## config.mk

```make
export PLATFORM = sky130hd
export DESIGN_NAME = pattern_event_matcher
export DESIGN_NICKNAME = d
export VERILOG_FILES = /design/src/rtl/pem_pkg.sv /design/src/rtl/pem_front.sv /design/src/rtl/pem_back.sv /design/src/rtl/pattern_event_matcher.sv
export VERILOG_INCLUDE_DIRS = /design/src /design/src/rtl
export SDC_FILE = /design/constraint.sdc
export NUM_CORES = 2
export LEC_CHECK = 0
export BUFFER_PORTS_ARGS = -buffer_cell sky130_fd_sc_hd__buf_2
export CAP_MARGIN = 30
export CORE_MARGIN = 1.5
export CORE_UTILIZATION = 65
export CTS_CLUSTER_DIAMETER = 100
export CTS_CLUSTER_SIZE = 25
export DETAILED_ROUTE_END_ITERATION = 10
export GPL_TIMING_DRIVEN = 1
export MAX_ROUTING_LAYER = met4
export PLACE_DENSITY = 0.87
export REMOVE_ABC_BUFFERS = 1
export SYNTH_ARGS = -nofsm -noshare
export SYNTH_HDL_FRONTEND = slang
export SYNTH_HIERARCHICAL = 1
export SYNTH_SLANG_ARGS = --single-unit
```

## constraint.sdc

```tcl
create_clock -name clk_i -period 6.6 [get_ports clk_i]
set_clock_uncertainty 0.05 [all_clocks]
set_input_delay 1.32 -clock clk_i [delete_from_list [all_inputs] [get_ports clk_i]]
set_output_delay 1.32 -clock clk_i [all_outputs]
set_load 0.1 [all_outputs]
```

## src/rtl/pattern_event_matcher_macros.svh

```systemverilog
// Assertion macros of the pattern event matcher back end.
`ifndef PATTERN_EVENT_MATCHER_MACROS_SVH
`define PATTERN_EVENT_MATCHER_MACROS_SVH
`ifndef SYNTHESIS
`define PEM_ASSERT(label, prop) \
  label: assert property (@(posedge clk_i) disable iff (!rst_ni) (prop)) \
    else $error("pattern_event_matcher: check failed");
`define PEM_ASSERT_NEXT(label, ante, cons) \
  label: assert property (@(posedge clk_i) disable iff (!rst_ni) (ante) |=> (cons)) \
    else $error("pattern_event_matcher: sequence check failed");
`else
`define PEM_ASSERT(label, prop)
`define PEM_ASSERT_NEXT(label, ante, cons)
`endif
`endif

```

## src/rtl/pem_pkg.sv

```systemverilog
// Shared types, widths and codes of the pattern event matcher.
package pem_pkg;

  localparam int SLOT_W     = 4;
  localparam int START_W    = 8;
  localparam int LEN_W      = 9;
  localparam int STEP_W     = 32;
  localparam int PLEN_W     = 9;
  localparam int CNT_W      = 5;
  localparam int WSTEP_W    = 8;
  localparam int END_W      = 10;
  localparam int BIT_CNT_W  = 5;
  localparam int CFG_IDX_W  = 2;
  localparam int CFG_DATA_W = 9;

  localparam int DEF_MAX_EVENTS = 16;
  localparam int DEF_MAX_STEPS  = 256;

  localparam logic [PLEN_W-1:0] PLEN_RESET = 9'd16;
  localparam logic [CNT_W-1:0]  CNT_RESET  = 5'd0;

  localparam logic OP_WRITE = 1'b0;
  localparam logic OP_QUERY = 1'b1;

  localparam logic [CFG_IDX_W-1:0] CFG_PATTERN_LENGTH = 2'd0;
  localparam logic [CFG_IDX_W-1:0] CFG_EVENTS_IN_USE  = 2'd1;

  // Slots reachable by the 4-bit slot field.
  localparam int SLOT_LIMIT = 2 ** SLOT_W;

  function automatic int table_depth(input int max_events);
    return (max_events < SLOT_LIMIT) ? max_events : SLOT_LIMIT;
  endfunction

  typedef struct packed {
    logic                is_query;
    logic                wr_en;
    logic [SLOT_W-1:0]   slot;
    logic [START_W-1:0]  start;
    logic [LEN_W-1:0]    length;
    logic                neg;
    logic [STEP_W-1:0]   mag;
  } cmd_t;

  typedef struct packed {
    logic [PLEN_W-1:0] plen;
    logic [CNT_W-1:0]  count;
  } cfg_t;

  typedef enum logic [2:0] {
    ST_IDLE,
    ST_DIV,
    ST_FIX,
    ST_RESULT
  } back_state_e;

endpackage

```

## src/rtl/pem_front.sv

```systemverilog
// Front end: input beat capture, classification and a two-beat command queue.
module pem_front #(
  parameter int MAX_EVENTS = pem_pkg::DEF_MAX_EVENTS
) (
  input  logic                             clk_i,
  input  logic                             rst_ni,
  input  logic                             in_valid_i,
  output logic                             in_stall_o,
  input  logic                             op_i,
  input  logic [pem_pkg::SLOT_W-1:0]       entry_index_i,
  input  logic [pem_pkg::START_W-1:0]      event_start_i,
  input  logic [pem_pkg::LEN_W-1:0]        event_length_i,
  input  logic signed [pem_pkg::STEP_W-1:0] absolute_step_i,
  output logic                             q_valid_o,
  output pem_pkg::cmd_t                    q_cmd_o,
  input  logic                             q_pop_i
);

  localparam int DEPTH = pem_pkg::table_depth(MAX_EVENTS);

  pem_pkg::cmd_t               cmd_in;
  pem_pkg::cmd_t               fifo_q [2];
  logic                        wr_ptr_q, wr_ptr_d;
  logic                        rd_ptr_q, rd_ptr_d;
  logic [1:0]                  cnt_q, cnt_d;
  logic                        push;
  logic [pem_pkg::STEP_W-1:0]  step_raw;

  // Classify the beat and split the step into sign and magnitude.
  always_comb begin
    step_raw         = absolute_step_i;
    cmd_in.is_query  = (op_i == pem_pkg::OP_QUERY);
    cmd_in.wr_en     = (op_i == pem_pkg::OP_WRITE) && (32'(entry_index_i) < 32'(DEPTH));
    cmd_in.slot      = entry_index_i;
    cmd_in.start     = event_start_i;
    cmd_in.length    = event_length_i;
    cmd_in.neg       = step_raw[pem_pkg::STEP_W-1];
    cmd_in.mag       = step_raw[pem_pkg::STEP_W-1] ? (~step_raw + 32'd1) : step_raw;
  end

  assign in_stall_o = (cnt_q == 2'd2);
  assign push       = in_valid_i && !in_stall_o;
  assign q_valid_o  = (cnt_q != 2'd0);
  assign q_cmd_o    = fifo_q[rd_ptr_q];

  always_comb begin
    wr_ptr_d = push ? !wr_ptr_q : wr_ptr_q;
    rd_ptr_d = q_pop_i ? !rd_ptr_q : rd_ptr_q;
    cnt_d    = cnt_q;
    if (push && !q_pop_i) begin
      cnt_d = cnt_q + 2'd1;
    end else if (!push && q_pop_i) begin
      cnt_d = cnt_q - 2'd1;
    end
  end

  always_ff @(posedge clk_i or negedge rst_ni) begin
    if (!rst_ni) begin
      wr_ptr_q <= 1'b0;
      rd_ptr_q <= 1'b0;
      cnt_q    <= 2'd0;
    end else begin
      wr_ptr_q <= wr_ptr_d;
      rd_ptr_q <= rd_ptr_d;
      cnt_q    <= cnt_d;
    end
  end

  always_ff @(posedge clk_i) begin
    if (push) begin
      fifo_q[wr_ptr_q] <= cmd_in;
    end
  end

endmodule

```

## src/rtl/pem_back.sv

```systemverilog
// Back end: event table, serial step remainder, per-slot end remainders, result register.
`include "pattern_event_matcher_macros.svh"
module pem_back #(
  parameter int MAX_EVENTS = pem_pkg::DEF_MAX_EVENTS
) (
  input  logic                          clk_i,
  input  logic                          rst_ni,
  input  pem_pkg::cfg_t                 cfg_i,
  input  logic                          q_valid_i,
  input  pem_pkg::cmd_t                 q_cmd_i,
  output logic                          q_pop_o,
  output logic                          out_valid_o,
  input  logic                          out_stall_i,
  output logic [pem_pkg::WSTEP_W-1:0]   wrapped_step_o,
  output logic                          start_found_o,
  output logic [pem_pkg::SLOT_W-1:0]    start_slot_o,
  output logic                          active_found_o,
  output logic [pem_pkg::SLOT_W-1:0]    active_slot_o,
  output logic                          end_found_o
);

  localparam int DEPTH = pem_pkg::table_depth(MAX_EVENTS);
  localparam int IDX_W = (DEPTH > 1) ? $clog2(DEPTH) : 1;

  pem_pkg::back_state_e state_q, state_d;

  logic                           tbl_we, div_load, div_step, fix_en, out_load, out_free;
  logic                           is_query_q;
  logic                           neg_q;
  logic [pem_pkg::STEP_W-1:0]     mag_q;
  logic [pem_pkg::PLEN_W-1:0]     rem_q, rem_d;
  logic [pem_pkg::END_W-1:0]      rem_sh;
  logic [pem_pkg::BIT_CNT_W-1:0]  bit_cnt_q;
  logic [pem_pkg::PLEN_W-1:0]     step_q, step_d;
  logic                           lane_run;

  logic [pem_pkg::START_W-1:0]    start_q  [DEPTH];
  logic [pem_pkg::LEN_W-1:0]      len_q    [DEPTH];
  logic [pem_pkg::PLEN_W-1:0]     erem_q   [DEPTH];
  logic [pem_pkg::PLEN_W-1:0]     erem_d   [DEPTH];
  logic [pem_pkg::END_W-1:0]      lane_end [DEPTH];

  logic                           sf, af, ef;
  logic [pem_pkg::SLOT_W-1:0]     ss, as_slot;

  logic                           out_valid_q;
  logic [pem_pkg::WSTEP_W-1:0]    wstep_q;
  logic                           sf_q, af_q, ef_q;
  logic [pem_pkg::SLOT_W-1:0]     ss_q, as_q;

  assign out_free = !out_valid_q || !out_stall_i;

  // Next state.
  always_comb begin
    state_d = state_q;
    unique case (state_q)
      pem_pkg::ST_IDLE: begin
        if (q_valid_i) begin
          state_d = q_cmd_i.is_query ? pem_pkg::ST_DIV : pem_pkg::ST_RESULT;
        end
      end
      pem_pkg::ST_DIV: begin
        if (bit_cnt_q == '0) begin
          state_d = pem_pkg::ST_FIX;
        end
      end
      pem_pkg::ST_FIX: begin
        state_d = pem_pkg::ST_RESULT;
      end
      pem_pkg::ST_RESULT: begin
        if (out_free) begin
          state_d = pem_pkg::ST_IDLE;
        end
      end
      default: begin
        state_d = pem_pkg::ST_IDLE;
      end
    endcase
  end

  // Control outputs of the sequencer.
  always_comb begin
    q_pop_o  = 1'b0;
    div_step = 1'b0;
    fix_en   = 1'b0;
    out_load = 1'b0;
    unique case (state_q)
      pem_pkg::ST_IDLE:   q_pop_o  = q_valid_i;
      pem_pkg::ST_DIV:    div_step = 1'b1;
      pem_pkg::ST_FIX:    fix_en   = 1'b1;
      pem_pkg::ST_RESULT: out_load = out_free;
      default: ;
    endcase
  end

  assign tbl_we   = q_pop_o && q_cmd_i.wr_en;
  assign div_load = q_pop_o && q_cmd_i.is_query;

  // One restoring remainder step per cycle on the step magnitude.
  always_comb begin
    rem_sh = {rem_q, mag_q[pem_pkg::STEP_W-1]};
    if (rem_sh >= {1'b0, cfg_i.plen}) begin
      rem_d = pem_pkg::PLEN_W'(rem_sh - {1'b0, cfg_i.plen});
    end else begin
      rem_d = rem_sh[pem_pkg::PLEN_W-1:0];
    end
    step_d = (neg_q && (rem_q != '0)) ? (cfg_i.plen - rem_q) : rem_q;
  end

  // Per-slot end remainders step while the divider bit count is below END_W, MSB first.
  assign lane_run = (bit_cnt_q < pem_pkg::BIT_CNT_W'(pem_pkg::END_W));

  always_comb begin
    logic [pem_pkg::END_W-1:0] sh;
    for (int i = 0; i < DEPTH; i++) begin
      lane_end[i] = pem_pkg::END_W'(start_q[i]) + pem_pkg::END_W'(len_q[i]);
      sh          = {erem_q[i], lane_end[i][bit_cnt_q[3:0]]};
      if (sh >= {1'b0, cfg_i.plen}) begin
        erem_d[i] = pem_pkg::PLEN_W'(sh - {1'b0, cfg_i.plen});
      end else begin
        erem_d[i] = sh[pem_pkg::PLEN_W-1:0];
      end
    end
  end

  // Match across the enabled slots; lowest slot wins.
  always_comb begin
    logic en;
    sf      = 1'b0;
    af      = 1'b0;
    ef      = 1'b0;
    ss      = '0;
    as_slot = '0;
    for (int i = DEPTH - 1; i >= 0; i--) begin
      en = (32'(i) < 32'(cfg_i.count));
      if (en && ({1'b0, start_q[i]} == step_q)) begin
        sf = 1'b1;
        ss = pem_pkg::SLOT_W'(i);
      end
      if (en && ({1'b0, start_q[i]} <= step_q) && ({1'b0, step_q} < lane_end[i])) begin
        af      = 1'b1;
        as_slot = pem_pkg::SLOT_W'(i);
      end
      if (en && (len_q[i] < cfg_i.plen) && (erem_q[i] == step_q)) begin
        ef = 1'b1;
      end
    end
  end

  always_ff @(posedge clk_i or negedge rst_ni) begin
    if (!rst_ni) begin
      state_q     <= pem_pkg::ST_IDLE;
      out_valid_q <= 1'b0;
      bit_cnt_q   <= '0;
    end else begin
      state_q <= state_d;
      if (out_load) begin
        out_valid_q <= 1'b1;
      end else if (!out_stall_i) begin
        out_valid_q <= 1'b0;
      end
      if (div_load) begin
        bit_cnt_q <= pem_pkg::BIT_CNT_W'(pem_pkg::STEP_W - 1);
      end else if (div_step) begin
        bit_cnt_q <= bit_cnt_q - pem_pkg::BIT_CNT_W'(1);
      end
    end
  end

  always_ff @(posedge clk_i) begin
    if (tbl_we) begin
      start_q[q_cmd_i.slot[IDX_W-1:0]] <= q_cmd_i.start;
      len_q[q_cmd_i.slot[IDX_W-1:0]]   <= q_cmd_i.length;
    end
    if (q_pop_o) begin
      is_query_q <= q_cmd_i.is_query;
    end
    if (div_load) begin
      neg_q <= q_cmd_i.neg;
      mag_q <= q_cmd_i.mag;
      rem_q <= '0;
      for (int i = 0; i < DEPTH; i++) begin
        erem_q[i] <= '0;
      end
    end else if (div_step) begin
      mag_q <= {mag_q[pem_pkg::STEP_W-2:0], 1'b0};
      rem_q <= rem_d;
      if (lane_run) begin
        for (int i = 0; i < DEPTH; i++) begin
          erem_q[i] <= erem_d[i];
        end
      end
    end
    if (fix_en) begin
      step_q <= step_d;
    end
    if (out_load) begin
      wstep_q <= is_query_q ? step_q[pem_pkg::WSTEP_W-1:0] : '0;
      sf_q    <= is_query_q && sf;
      ss_q    <= is_query_q ? ss : '0;
      af_q    <= is_query_q && af;
      as_q    <= is_query_q ? as_slot : '0;
      ef_q    <= is_query_q && ef;
    end
  end

  assign out_valid_o    = out_valid_q;
  assign wrapped_step_o = wstep_q;
  assign start_found_o  = sf_q;
  assign start_slot_o   = ss_q;
  assign active_found_o = af_q;
  assign active_slot_o  = as_q;
  assign end_found_o    = ef_q;

  // Slot zero only carries a defined end remainder once it takes part in matching.
  `PEM_ASSERT(a_rem_below_len, (state_q != pem_pkg::ST_DIV) || (rem_q < cfg_i.plen))
  `PEM_ASSERT(a_lane_rem_below_len, (state_q != pem_pkg::ST_DIV) || (cfg_i.count == '0) || (erem_q[0] < cfg_i.plen))
  `PEM_ASSERT_NEXT(a_div_ends_in_fix, (state_q == pem_pkg::ST_DIV) && (bit_cnt_q == '0), state_q == pem_pkg::ST_FIX)
  `PEM_ASSERT(a_no_result_overwrite, !out_load || !out_valid_q || !out_stall_i)
  `PEM_ASSERT(a_step_in_pattern, (state_q != pem_pkg::ST_RESULT) || !is_query_q || (step_q < cfg_i.plen))

endmodule

```

## src/rtl/pattern_event_matcher.sv

```systemverilog
// Top level of the pattern event matcher: config registers, front queue and back end.
//
//   channel   direction  handshake                 payload
//   in        input      in_valid_i / in_stall_o   op, entry_index, event_start,
//                                                  event_length, absolute_step
//   out       output     out_valid_o / out_stall_i wrapped_step, start/active found+slot,
//                                                  end_found
//   cfg       input      cfg_valid_i / cfg_ready_o cfg_index_i, cfg_data_i
//
// A query goes from dispatch through the bit-serial remainder unit that wraps the 32-bit
// step, then a sign fix-up and the load of the result register; a write beat goes from
// dispatch straight to the result register.
// Reset clears control state and config registers; the event table is not cleared.
// A two-beat queue decouples input from the back end, and the result register holds
// a beat while out_stall_i is high.
module pattern_event_matcher #(
  parameter int MAX_EVENTS = pem_pkg::DEF_MAX_EVENTS,
  parameter int MAX_STEPS  = pem_pkg::DEF_MAX_STEPS
) (
  input  logic                               clk_i,
  input  logic                               rst_ni,
  input  logic                               in_valid_i,
  output logic                               in_stall_o,
  input  logic                               op_i,
  input  logic [pem_pkg::SLOT_W-1:0]         entry_index_i,
  input  logic [pem_pkg::START_W-1:0]        event_start_i,
  input  logic [pem_pkg::LEN_W-1:0]          event_length_i,
  input  logic signed [pem_pkg::STEP_W-1:0]  absolute_step_i,
  output logic                               out_valid_o,
  input  logic                               out_stall_i,
  output logic [pem_pkg::WSTEP_W-1:0]        wrapped_step_o,
  output logic                               start_found_o,
  output logic [pem_pkg::SLOT_W-1:0]         start_slot_o,
  output logic                               active_found_o,
  output logic [pem_pkg::SLOT_W-1:0]         active_slot_o,
  output logic                               end_found_o,
  input  logic                               cfg_valid_i,
  output logic                               cfg_ready_o,
  input  logic [pem_pkg::CFG_IDX_W-1:0]      cfg_index_i,
  input  logic [pem_pkg::CFG_DATA_W-1:0]     cfg_data_i
);

  logic [pem_pkg::PLEN_W-1:0] plen_q, plen_d;
  logic [pem_pkg::CNT_W-1:0]  count_q, count_d;
  pem_pkg::cfg_t              cfg_eff;
  logic                       q_valid;
  logic                       q_pop;
  pem_pkg::cmd_t              q_cmd;

  // The user must issue config writes only while idle; the block does not enforce it and accepts every beat.
  assign cfg_ready_o = 1'b1;

  always_comb begin
    plen_d  = plen_q;
    count_d = count_q;
    if (cfg_valid_i && cfg_ready_o) begin
      unique case (cfg_index_i)
        pem_pkg::CFG_PATTERN_LENGTH: plen_d  = cfg_data_i[pem_pkg::PLEN_W-1:0];
        pem_pkg::CFG_EVENTS_IN_USE:  count_d = cfg_data_i[pem_pkg::CNT_W-1:0];
        default: ;
      endcase
    end
  end

  always_ff @(posedge clk_i or negedge rst_ni) begin
    if (!rst_ni) begin
      plen_q  <= pem_pkg::PLEN_RESET;
      count_q <= pem_pkg::CNT_RESET;
    end else begin
      plen_q  <= plen_d;
      count_q <= count_d;
    end
  end

  // Effective settings: a zero pattern length acts as one step, and both values
  // saturate at the configured maxima.
  always_comb begin
    if (plen_q == '0) begin
      cfg_eff.plen = pem_pkg::PLEN_W'(1);
    end else if (32'(plen_q) > 32'(MAX_STEPS)) begin
      cfg_eff.plen = pem_pkg::PLEN_W'(MAX_STEPS);
    end else begin
      cfg_eff.plen = plen_q;
    end
    if (32'(count_q) > 32'(MAX_EVENTS)) begin
      cfg_eff.count = pem_pkg::CNT_W'(MAX_EVENTS);
    end else begin
      cfg_eff.count = count_q;
    end
  end

  pem_front #(
    .MAX_EVENTS(MAX_EVENTS)
  ) u_front (
    .clk_i          (clk_i),
    .rst_ni         (rst_ni),
    .in_valid_i     (in_valid_i),
    .in_stall_o     (in_stall_o),
    .op_i           (op_i),
    .entry_index_i  (entry_index_i),
    .event_start_i  (event_start_i),
    .event_length_i (event_length_i),
    .absolute_step_i(absolute_step_i),
    .q_valid_o      (q_valid),
    .q_cmd_o        (q_cmd),
    .q_pop_i        (q_pop)
  );

  pem_back #(
    .MAX_EVENTS(MAX_EVENTS)
  ) u_back (
    .clk_i          (clk_i),
    .rst_ni         (rst_ni),
    .cfg_i          (cfg_eff),
    .q_valid_i      (q_valid),
    .q_cmd_i        (q_cmd),
    .q_pop_o        (q_pop),
    .out_valid_o    (out_valid_o),
    .out_stall_i    (out_stall_i),
    .wrapped_step_o (wrapped_step_o),
    .start_found_o  (start_found_o),
    .start_slot_o   (start_slot_o),
    .active_found_o (active_found_o),
    .active_slot_o  (active_slot_o),
    .end_found_o    (end_found_o)
  );

endmodule

```

==> qor.tcl <==
set qor(swShare_pct) 46.8
set qor(finish.net_count) 5442
set qor(groute.layer.met1.usage_pct) 48.8
set qor(finalMaxSlewViolations) 0
set qor(met2_usage_pct) 59.0
set qor(grt_antenna_before_repair) 5
set qor(io_pins) 92
set qor(post_drt_via_cell_ratio) 6.95
set qor(wl_um) 147000
set qor(final_hold_viol_count) 0
set qor(timing.final.crit_share_pct) 80.2
set qor(antenna_violating_nets_post_route) 0
set qor(core_region_area_um2) 72800
set qor(postSynthRegisterBits) 625
set qor(grtUsageMet3_pct) 8.94
set qor(maxSlewHeadroom_pct) 22.6
set qor(cts_inserted_buffers) 35
set qor(setup.reg_to_reg.worst_slack_ns) 1.31
set qor(clkSlewWorstSetupHoldPaths_ns) 0.10
set qor(internal_power_mw) 11.0
set qor(stdcell_count) 5650
set qor(fin_setup_tns_ns) 0
set qor(drt_drc_violations_left) 0
set qor(globalRoute.totalOverflow) 0
set qor(post_synth_main_area_contributors) {sky130_fd_sc_hd__edfxtp_1 (37%), sky130_fd_sc_hd__ha_1 (18%), sky130_fd_sc_hd__xor2_1 (3.6%)}
set qor(path_class) {register to register}
set qor(yosysTopAreaCell) {sky130_fd_sc_hd__edfxtp_1}
set qor(synth.distinct_cells) 110
set qor(io_buffer_count) 90
set qor(fraction_of_final_layout_cells_with_drive_strength_greater_than_1_pct) 9.27
set qor(min-delay-path-class) {register to register}
set qor(cts_resized) 0
set qor(power_leakage_nw) 20.9
set qor(die-area_um2) 75200
set qor(h_tree_level_count) 2
set qor(async_set_or_reset_register_ratio_after_synthesis_pct) 4.16
set qor(dr_total_vias) 39300
set qor(worst_skew_pair.late_latency_ns) 0.63
set qor(synthCells) 4546
set qor(dp_hpwl_um) 99500
set qor(drv.max_cap_violation_count) 0
set qor(synth-seq-area-share_pct) 38.8
set qor(die-width_um) 274
set qor(whs_ns) 0.467
set qor(setup.worst_path.end_class) {register}
set qor(grt_first_pass_wirelength_um) 218000
set qor(post_cts_buffers) 0
set qor(clock_path_buffers) 3
set qor(critical_path_peak_fanout) 4
set qor(critical_path.slowest_cell) {sky130_fd_sc_hd__edfxtp_1}
set qor(power.share.combinational_pct) 57.1
set qor(total_power_mw) 20.7
set qor(postLayoutCoreUtil_pct) 69.8
set qor(critical_path.cell_chain) {ha_1 -> fa_1 -> a21o_1 -> a21oi_1 -> nor2_1 -> o21a_1 -> o41ai_2 -> xor2_1 -> o221ai_1 -> nor2_1 -> a21boi_1 -> ha_1 -> fa_1 -> nor2b_1 -> o21ai_0 -> a21boi_0 -> o21ai_0 -> nand2b_1 -> a21o_1 -> a21oi_1 -> mux2_2 -> nor3_1}
set qor(num_rows) 99
set qor(initial_core_util_pct) 65.7
set qor(final_period_minus_worst_setup_slack_ns) 5.29
set qor(seqPwrFrac_pct) 30.8
set qor(worst_ir_drop_vdd_uv) 466
set qor(detailedRoute.firstPassIterationCount) 7
set qor(max_freq_mhz) 189
set qor(grt_start_max_net_pins) 100
set qor(drt_first_iter_violations) 4585
set qor(power_switching_mw) 9.71
set qor(synth_top_flop_cell) {sky130_fd_sc_hd__edfxtp_1}
set qor(result_of_the_run) {finished, final reports clean}
set qor(ys.warnings.count) 6
set qor(postSynthAreaPerCell_um2) 10.5
set qor(ctsRootBufferMaster) {sky130_fd_sc_hd__clkbuf_16}
set qor(dieHeight_um) 274
set qor(crit_path_max_incr_delay_ns) 0.43
set qor(worst_ep_required_time_ns) 7.01
set qor(number_of_synthesized_flops_with_an_enable_pin) 590
set qor(grt_pass1_vias) 37900
set qor(gr-usage-all-layers_pct) 39.5
set qor(finalSetupViolations) 0
set qor(worst-endpoint-arrival_ns) 5.70
set qor(post_synth_instance_area_um2) 47800
set qor(synthDominantCellAreaShare_pct) 37.0
set qor(layout.cells.most_common_list) {sky130_fd_sc_hd__ha_1 (681), sky130_fd_sc_hd__edfxtp_1 (590), sky130_fd_sc_hd__nand2_1 (359), sky130_fd_sc_hd__nor2_1 (325), sky130_fd_sc_hd__a21oi_1 (283)}
set qor(grt_setup_unrepaired) {no}
set qor(cts-hold-fix-buffers) 0
set qor(tritoncts) {yes}
set qor(power_density_nw_per_um2) 408
set qor(clock_power_share_pct) 12.1
set qor(busiest_layer) {met2}
set qor(worstMarginPinSlew_ns) 1.16
set qor(final_common_cell) {sky130_fd_sc_hd__ha_1}
set qor(area.growth.synth_to_final_pct) 6.35
set qor(dp_cells) 5572
set qor(cts.sink_count) 625
set qor(detail_route.wl_per_cell_um) 26.0
set qor(crit_path_start_kind) {register}
set qor(globalplace.congestion) 1.05
area by class of cell:
| class | count | area [um^2] |
|---|---|---|
| tap | 959 | 1200 |
| fill | 5220 | 22000 |
| clock buffer | 47 | 942 |
| multi-input combinational | 3631 | 28100 |
| clock inverter | 17 | 188 |
| sequential | 625 | 18600 |
| antenna | 7 | 17.5 |
| inverter | 192 | 721 |
| timing repair buffer | 172 | 1100 |
power by group through the flow:
stage,Sequential (mW),Combinational (mW),Clock [mW]
2_1_floorplan,6.82,7.38,0
3_3_place_gp,6.40,10.9,0
3_5_place_dp,6.43,11.3,0
4_1_cts,6.36,11.4,2.51
5_1_grt,6.45,12.7,2.63
6_report,6.39,11.8,2.50
path summary, 6_finish.rpt:
check	from	cells after the start	to
worst max-delay path	u_back/start_q[1][0]$_DFFE_PP_	22	u_back/erem_q[0][17]$_SDFFCE_PN0P_
worst min-delay path	u_back/rem_q[3]$_SDFFE_PP0P_	2	u_back/rem_q[3]$_SDFFE_PP0P_
worst max register to register	u_back/start_q[1][0]$_DFFE_PP_	22	u_back/erem_q[0][17]$_SDFFCE_PN0P_
worst min register to register	u_back/rem_q[3]$_SDFFE_PP0P_	2	u_back/rem_q[3]$_SDFFE_PP0P_
max in group asynchronous	rst_ni	1	u_back/bit_cnt_q[1]$_DFFE_PN0P_
min in group asynchronous	rst_ni	1	u_back/state_q[1]$_DFFE_PN0P_
logic make-up after synthesis:
| family | count (synthesis) | synth area share [%] |
|---|---|---|
| other cells | 1 | 0.00784 |
| flops | 625 | 38.8 |
| buf+inv | 290 | 2.50 |
| mux | 152 | 3.67 |
| compound gates | 1136 | 16.1 |
| fa+ha+maj | 715 | 19.2 |
| xor+xnor | 371 | 6.79 |
| simple gates | 1256 | 12.9 |
metal layers:
layer | vias to the layer above | share of wire [%]
li1 | 17300 | -
met1 | 18600 | 36
met2 | 2615 | 44
met3 | 696 | 13
met4 | 0 | 7.3
met5 | - | 0
synthesized netlist by cell type (15+ instances only):
cell type	n
sky130_fd_sc_hd__a2111oi_0	31
sky130_fd_sc_hd__a211o_1	25
sky130_fd_sc_hd__a211oi_1	75
sky130_fd_sc_hd__a21boi_0	29
sky130_fd_sc_hd__a21o_1	171
sky130_fd_sc_hd__a21oi_1	283
sky130_fd_sc_hd__a31oi_1	37
sky130_fd_sc_hd__buf_2	30
sky130_fd_sc_hd__clkbuf_1	53
sky130_fd_sc_hd__dfrtp_1	25
sky130_fd_sc_hd__edfxtp_1	590
sky130_fd_sc_hd__fa_1	34
sky130_fd_sc_hd__ha_1	681
sky130_fd_sc_hd__inv_1	183
sky130_fd_sc_hd__mux2_2	78
sky130_fd_sc_hd__mux2i_1	63
sky130_fd_sc_hd__nand2_1	361
sky130_fd_sc_hd__nand2b_1	97
sky130_fd_sc_hd__nand3_1	69
sky130_fd_sc_hd__nand4_1	70
sky130_fd_sc_hd__nor2_1	327
sky130_fd_sc_hd__nor2b_1	95
sky130_fd_sc_hd__nor3_1	63
sky130_fd_sc_hd__nor4_1	41
sky130_fd_sc_hd__o211ai_1	30
sky130_fd_sc_hd__o21a_1	42
sky130_fd_sc_hd__o21ai_0	216
sky130_fd_sc_hd__o31ai_1	27
sky130_fd_sc_hd__o31ai_2	15
sky130_fd_sc_hd__or2_2	20
sky130_fd_sc_hd__or3_1	25
sky130_fd_sc_hd__xnor2_1	172
sky130_fd_sc_hd__xor2_1	199
registers in the layout (all words and copies together) (netlist names), 2 cells and up:
name                   count
u_back/erem_q            144
u_front/fifo_q           112
u_back/step_q              9
u_back/start_slot_o        4
u_back/bit_cnt_q           5
u_back/state_q             2
u_back/wrapped_step_o      8
u_back/len_q             144
plen_q                     9
u_front/cnt_q              2
u_back/mag_q              32
u_back/start_q           128
u_back/active_slot_o       4
count_q                    5
u_back/rem_q               9
stage by stage:
step                      worst slack [ns]  cell area [um^2]
after floorplan                    -0.0938             47400
after global placement                1.60             49600
after detailed placement              1.48             49700
after CTS                             1.40             50800
after global routing                 0.997             50900
final                                 1.31             50900
worst max-delay path: cells and delay by family, from the launching register on:
kind                       cells  cell delay, ns
AOI/OAI and AO/OA             11            2.12
adders and majority gates      4            1.16
and+or+nand+nor                5            0.79
DFF                            1            0.43
muxes                          1            0.35
xor gates and xnor gates       1            0.22
Power figures use the tool's default switching activity.
